## src/rtl/semt_pkg.sv

```systemverilog
// Package for the sorted extent map table: sizes, codes and the types
// shared by the cell row and the top level. No dependencies.
package semt_pkg;

  localparam int NUM_CELLS = 16;
  localparam int IDX_W = 4;
  localparam int CNT_W = 5;
  localparam logic [14:0] MAX_RUN = 15'h7fff;

  typedef enum logic [1:0] {
    ACT_LOOKUP = 2'd0,
    ACT_INSERT = 2'd1,
    ACT_CLEAR  = 2'd2,
    ACT_NONE   = 2'd3
  } action_t;

  typedef enum logic [2:0] {
    ST_HIT      = 3'd0,
    ST_MISS     = 3'd1,
    ST_INSERTED = 3'd2,
    ST_MERGED   = 3'd3,
    ST_FULL     = 3'd4
  } status_t;

  typedef struct packed {
    logic [31:0] logical;
    logic [47:0] physical;
    logic [14:0] length;
  } entry_t;

  typedef enum logic [1:0] {
    CMD_NONE  = 2'd0,
    CMD_WRITE = 2'd1,
    CMD_DOWN  = 2'd2,
    CMD_UP    = 2'd3
  } cmd_kind_t;

  typedef struct packed {
    cmd_kind_t        kind;
    logic [IDX_W-1:0] target;
    entry_t           wdata;
  } cell_cmd_t;

  typedef struct packed {
    logic nz;
    logic le;
    logic lt;
    logic gt;
    logic hit;
    logic lmatch;
    logic rmatch;
    logic sumok;
  } cell_flags_t;

endpackage

```

## src/rtl/semt_cell.sv

```systemverilog
// One extent cell: holds one entry, compares it against the current item
// and shifts from a neighbor on command. Depends on semt_pkg.
module semt_cell (
  input  logic                   clk,
  input  logic [semt_pkg::IDX_W-1:0] idx,
  input  semt_pkg::cell_cmd_t    cmd,
  input  logic [31:0]            key,
  input  logic [47:0]            ps,
  input  logic [14:0]            inlen,
  input  semt_pkg::entry_t       lower,
  input  semt_pkg::entry_t       upper,
  output semt_pkg::entry_t       ent,
  output semt_pkg::cell_flags_t  flags
);
  import semt_pkg::*;

  logic [32:0] end_l;
  logic [48:0] end_p;
  logic [32:0] key_end;
  logic [48:0] ps_end;
  logic [15:0] lsum;
  cell_flags_t flags_next;

  always_comb begin
    end_l = {1'b0, ent.logical} + {18'd0, ent.length};
    end_p = {1'b0, ent.physical} + {34'd0, ent.length};
    key_end = {1'b0, key} + {18'd0, inlen};
    ps_end = {1'b0, ps} + {34'd0, inlen};
    lsum = {1'b0, ent.length} + {1'b0, inlen};
    flags_next.nz = ent.length != 15'd0;
    flags_next.le = ent.logical <= key;
    flags_next.lt = ent.logical < key;
    flags_next.gt = ent.logical > key;
    flags_next.hit = (ent.length != 15'd0) && (ent.logical <= key) && ({1'b0, key} < end_l);
    flags_next.lmatch = (end_l == {1'b0, key}) && (end_p == {1'b0, ps});
    flags_next.rmatch = (key_end == {1'b0, ent.logical}) && (ps_end == {1'b0, ent.physical});
    flags_next.sumok = lsum <= {1'b0, MAX_RUN};
  end

  always_ff @(posedge clk) begin
    flags <= flags_next;
    if (cmd.kind != CMD_NONE) begin
      if (idx == cmd.target) begin
        ent <= cmd.wdata;
      end else if (idx > cmd.target) begin
        if (cmd.kind == CMD_DOWN) begin
          ent <= upper;
        end else if (cmd.kind == CMD_UP) begin
          ent <= lower;
        end
      end
    end
  end

endmodule

```

## config.mk

```make
export PLATFORM = sky130hd
export DESIGN_NAME = semt_cell
export DESIGN_NICKNAME = d
export VERILOG_FILES = /design/src/rtl/semt_pkg.sv /design/src/rtl/semt_cell.sv
export SDC_FILE = /design/constraint.sdc
export NUM_CORES = 1
export LEC_CHECK = 0
export BUFFER_PORTS_ARGS = -buffer_cell sky130_fd_sc_hd__buf_2
export CAP_MARGIN = 20
export CORE_AREA = 8 8 186 188
export DETAILED_ROUTE_END_ITERATION = 8
export DIE_AREA = 0 0 194 196
export GPL_TIMING_DRIVEN = 0
export PLACE_DENSITY = 0.82
export SLEW_MARGIN = 40
export SYNTH_ARGS = -nofsm -noshare
export SYNTH_HDL_FRONTEND = slang
export SYNTH_SLANG_ARGS = --single-unit
```

## constraint.sdc

```tcl
create_clock -name clk -period 15.6 [get_ports clk]
set_clock_uncertainty 0.15 [all_clocks]
set_input_delay 1.56 -clock clk [delete_from_list [all_inputs] [get_ports clk]]
set_output_delay 1.56 -clock clk [all_outputs]
set_load 0.005 [all_outputs]
```

## Word-level counts from Yosys, hierarchy flattened

Index checks and enable logic that the tools add are counted.

| storage, ports and cells | value |
|---|---|
| bits in registers | 103 |
| bits of input ports | 391 |
| output and inout bits | 103 |
| logic and storage cells | 42 |

| cells by class | value |
|---|---|
| add/sub/neg operators | 5 |
| magnitude comparators | 6 |
| equal/unequal tests | 7 |
| multiplexer cells | 4 |
| reduce and logical (&&, ||, !) cells | 9 |

Operators with widths:

| kind | number |
|---|---|
| $mux 95 | 4 |
| $add 48x15->49 | 2 |
| $eq 49x48->1 | 2 |
| $add 32x15->33 | 2 |
| $eq 33x32->1 | 2 |
| $lt 32x33->1 | 1 |
| $gt 32x32->1 | 1 |
| $le 32x32->1 | 1 |
| $lt 32x32->1 | 1 |
| $add 15x15->16 | 1 |
| $le 16x15->1 const B | 1 |
| $reduce_bool 15->1 | 1 |
| $eq 2x2->1 const B | 2 |
| $eq 4x4->1 | 1 |
| $gt 4x4->1 | 1 |
| $logic_and 1x1->1 | 4 |
| $reduce_bool 2->1 | 2 |
| $reduce_and 3->1 | 1 |
| $reduce_bool 3->1 | 1 |

## Logic depth before layout (Yosys ltp)

| depth | value |
|---|---|
| depth after elaboration | 5 |
| gate-level depth with buffers | 25 |
| mapped depth without buffers | 24 |

## Least setup slack after synthesis

Ideal clock, no wire load.

| path | value |
|---|---|
| kind | in2reg |
| start point | in cmd[98] (netlist name) |
| end point | reg ent[0] (netlist name), enable pin |
| arrival time | 7307 ps |
| required time | 14870 ps |
| setup slack | 7563 ps |
| stages | 7 |
| buffers on the path | 2 |
| path through | inv_1 -> ha_1 -> and4_1 -> clkbuf_1 -> clkbuf_1 -> a21oi_1 -> a21oi_1 |

| on the way | value |
|---|---|
| longest elaborated chain between the ends | 3 |
| elaborated cells on any way between the ends | 5 |
| those cells by class | order compare: 1; eq/ne: 1; reduce/logical: 3 |

RTL lines:

| element | RTL line | RTL |
|---|---|---|
| start, declared | semt_cell.sv:6 | `input semt_pkg::cell_cmd_t cmd,` |
| $gt 4x4->1 / $eq 4x4->1 (equally long branches) | semt_cell.sv:45, semt_cell.sv:43 |  |
| $reduce_bool 2->1 (no line) / $reduce_bool 3->1 (equally long branches) | n/a |  |
| $reduce_and 3->1 (no line) * | n/a |  |
| end signal, assigned | semt_cell.sv:44 | `ent <= cmd.wdata;` |
| end signal, assigned | semt_cell.sv:47 | `ent <= upper;` |
| end signal, assigned | semt_cell.sv:49 | `ent <= lower;` |
| end, declared | semt_cell.sv:12 | `output semt_pkg::entry_t ent,` |

Mark *: on every way between the ends. The rest lies on a longest branch, timed or not.
A chain may end at the register's enable or synchronous reset.

==> impl_metrics.env <==
export IMPL_gp_congestion=1.039
export IMPL_grt_pass1_wl_mm=91.52
export IMPL_via_count=15880
export IMPL_synthCells=1685
export IMPL_worst_path_buf_inv=2
export IMPL_place_hpwl_mm=53.76
export IMPL_critical_path_required_ps=15730
export IMPL_nets=2730
export IMPL_critPathKind="register to register"
export IMPL_clk_pin_slew_worst_paths_ps=80
export IMPL_initial_utilization_pct=43.17
export IMPL_synthFlopType="edfxtp_1"
export IMPL_drv_cap=0
export IMPL_num_io_pins=494
export IMPL_maxSlewViolCount=0
export IMPL_antenna_found_initial=7
export IMPL_max_freq_ghz=0.1488
export IMPL_syn_to_final_growth_pct=24.71
export IMPL_vdd_drop_max_mv=0.05136
export IMPL_antenna_left=0
export IMPL_drcViolationCount=0
export IMPL_grt_max_degree=20
export IMPL_avgRoutedWirePerCell_um=23.98
export IMPL_fin_crit_sh_pct=43.09
export IMPL_ys_warnings_count=0
export IMPL_drtPass1Iterations=6
export IMPL_critPathLaunchType="register"
export IMPL_cp_slowest_cell="or4_1"
export IMPL_synth_cell_type_count=76
export IMPL_reg2reg_depth=22
export IMPL_setup_violations_final=0
export IMPL_clock_path_buffers=2
export IMPL_yosysSeqAreaShare_pct=21.89
export IMPL_hold_viol=0
export IMPL_end_kind="register"
export IMPL_holdPathStages=2
export IMPL_postCtsHoldBufs=0
export IMPL_worstMarginPinSlew_ps=888.4
export IMPL_viasPerCell=6.081
export IMPL_fillers=3051
export IMPL_synth_top_area_share_pct=20.73
export IMPL_cts_resized=0
export IMPL_synth_edf_count=95
export IMPL_dp_slack_ps=8978
export IMPL_relSlewSlack_pct=40.23
export IMPL_fp_dieArea_um2=38020
export IMPL_hp_class="register to register"
export IMPL_postSynthAreaPerCell_um2=8.167
export IMPL_outcome="completed"
export IMPL_yosysTopAreaCell="edfxtp_1"
export IMPL_layout_drive_gt1_share_pct=24.72
export IMPL_cts_root_buf="clkbuf_16"
export IMPL_cts_tree="built"
export IMPL_multiInputGateArea_um2=10300
export IMPL_totalWireLength_mm=62.60
export IMPL_clock_latency_ps=370
export IMPL_numCtsBuffers=9
export IMPL_grt_use_total_pct=30.93
export IMPL_cp_top_family="simple AND/OR/NAND/NOR gates"
export IMPL_regArea_um2=3013
export IMPL_fin_tns_setup_ps=0
export IMPL_cts_max_level=3
export IMPL_path_max_fanout=9
export IMPL_rows=66
export IMPL_drtIter0Drc=1541
export IMPL_coreArea_um2=31880
export IMPL_synth_area_um2=13760
export IMPL_cp_num_cells=22
export IMPL_path_cells="inv_1 -> fa_1 -> nor2b_1 -> o21a_1 -> o21ai_0 -> a211oi_1 -> nor2_1 -> a21oi_1 -> or2_2 -> a41o_1 -> clkbuf_1 -> nand3_1 -> xor2_1 -> ha_1 -> nand4_1 -> nor4b_1 -> nand4_1 -> nor4_2 -> o2111ai_1 -> or4_1 -> or4_1 -> nor4_2"
export IMPL_die_height_um=196
export IMPL_syn_nets=2223
export IMPL_synth_async_reset_ratio_pct=0
export IMPL_synth_seq_cells=103
export IMPL_synth_area_leaders="edfxtp_1 21%, ha_1 13%, mux2i_1 7.6%"
export IMPL_postCtsSetupRepairBufs=0
export IMPL_power_density_nw_per_um2=81.16
export IMPL_setup_ws_ps=8878
export IMPL_cts_sinks=103
export IMPL_fin_crit_ps=6722
export IMPL_gr_total_overflow=0
export IMPL_cellLeakagePower_nw=7.523
export IMPL_port_buffers=488
export IMPL_grt_pass1_vias=15890
export IMPL_rsz0062_at_grt="no"
export IMPL_arrival_ps=6850
export IMPL_die_w_um=194
export IMPL_slowest_delay_ps=640
[cell families (layout without fill, tap and decap cells)]
family / after synthesis / in the layout / share of synthesized area, %
adder cells (fa/ha/maj): 147 / 147 / 13.58
XOR/XNOR: 174 / 174 / 11.07
multiplexers: 108 / 108 / 7.883
flip-flops: 103 / 103 / 21.89
AND/OR/NAND/NOR: 579 / 579 / 20.97
buffers and inverters: 126 / 638 / 3.446
other: 0 / 6 / 0
AO/OA/AOI/OAI: 448 / 448 / 21.15
[worst min-delay path, cell delays in order (launching register included)]
cell      delay, ps
edfxtp_1        490
nor4_1          100
nand4_1         200
[metrics by stage]
stage | power (W) | hold WS [ps] | instance area [um^2] | util, % | std cells
2_1_floorplan | 0.0008536 | 419.5 | 13760 | - | 1685
3_5_place_dp | 0.001140 | 689.0 | 16830 | 52.79 | 2587
5_1_grt | 0.001470 | 766.1 | 17160 | 53.84 | 2611
3_3_place_gp | 0.001121 | 676.0 | 16710 | 52.44 | 2581
6_report | 0.001393 | 704.9 | 17160 | 53.84 | 2611
4_1_cts | 0.001379 | 706.7 | 17130 | 53.73 | 2603
[registers in the layout (all words and copies together), names as in the netlist]
| signal | count |
|---|---|
| flags | 8 |
| ent | 95 |
[synth_stat cells, types with 8 or more instances]
library cell / instances
and3_1: 22
nor4_1: 17
nor3_1: 28
inv_1: 65
nand4_1: 58
a21oi_1: 84
nand3b_1: 8
or4_1: 8
o2111ai_1: 8
nor2b_1: 19
and4_1: 11
dfxtp_1: 8
o21a_1: 21
edfxtp_1: 95
or2_2: 8
xor2_1: 82
clkbuf_1: 54
a211oi_1: 17
mux2i_1: 105
nand3_1: 56
a21o_1: 62
and2_1: 13
xnor2_1: 92
ha_1: 143
nor2_1: 86
nand2_1: 204
nand2b_1: 16
o21ai_0: 144
[cell type report]
| cell class | count | area share [%] |
|---|---|---|
| Antenna cell | 6 | 0.08748 |
| Timing Repair Buffer | 496 | 14.86 |
| Buffer | 61 | 1.371 |
| Clock buffer | 10 | 1.334 |
| Clock inverter | 6 | 0.3937 |
| Inverter | 65 | 1.422 |
| Tap cell | 408 | 2.974 |
| Multi-Input combinational cell | 1456 | 60.00 |
| Sequential cell | 103 | 17.55 |
[final timing paths]
check,from,endpoint,slack [ps]
max,ent[1],flags[2],8880
min,ent[0],flags[7],700
max reg2reg,ent[1],flags[2],8880
min reg2reg,ent[0],flags[7],700
[cells in the final DEF, fill, tap and decap left out, drive strengths merged, types with 22 or more instances in the layout]
master | netlist | routed
buf | 7 | 502
nand2 | 204 | 204
o21ai | 147 | 147
ha | 143 | 143
mux2i | 105 | 105
edfxtp | 95 | 95
xnor2 | 92 | 92
nor2 | 86 | 86
a21oi | 84 | 84
xor2 | 82 | 82
inv | 65 | 67
clkbuf | 54 | 65
a21o | 62 | 62
nand4 | 59 | 59
nand3 | 56 | 56
nor3 | 28 | 28
and3 | 22 | 22
[metal layers]
layer	vias to the layer above	track usage, %	share of wire [%]
li1	7311	-	-
met1	7476	38.54	39
met2	958	51.39	46
met3	131	5.380	9.3
met4	2	14.79	4.8
met5	-	0	0.019
[report_power, final]
group | switching [W] | internal (W) | total [W] | leakage (nW)
Sequential | 0.0000746 | 0.000351 | 0.000425 | 0.951
Combinational | 0.000419 | 0.000310 | 0.000729 | 6.43
Clock | 0.000112 | 0.000126 | 0.000238 | 0.145
No activity file was read; power rests on OpenSTA's default activity.
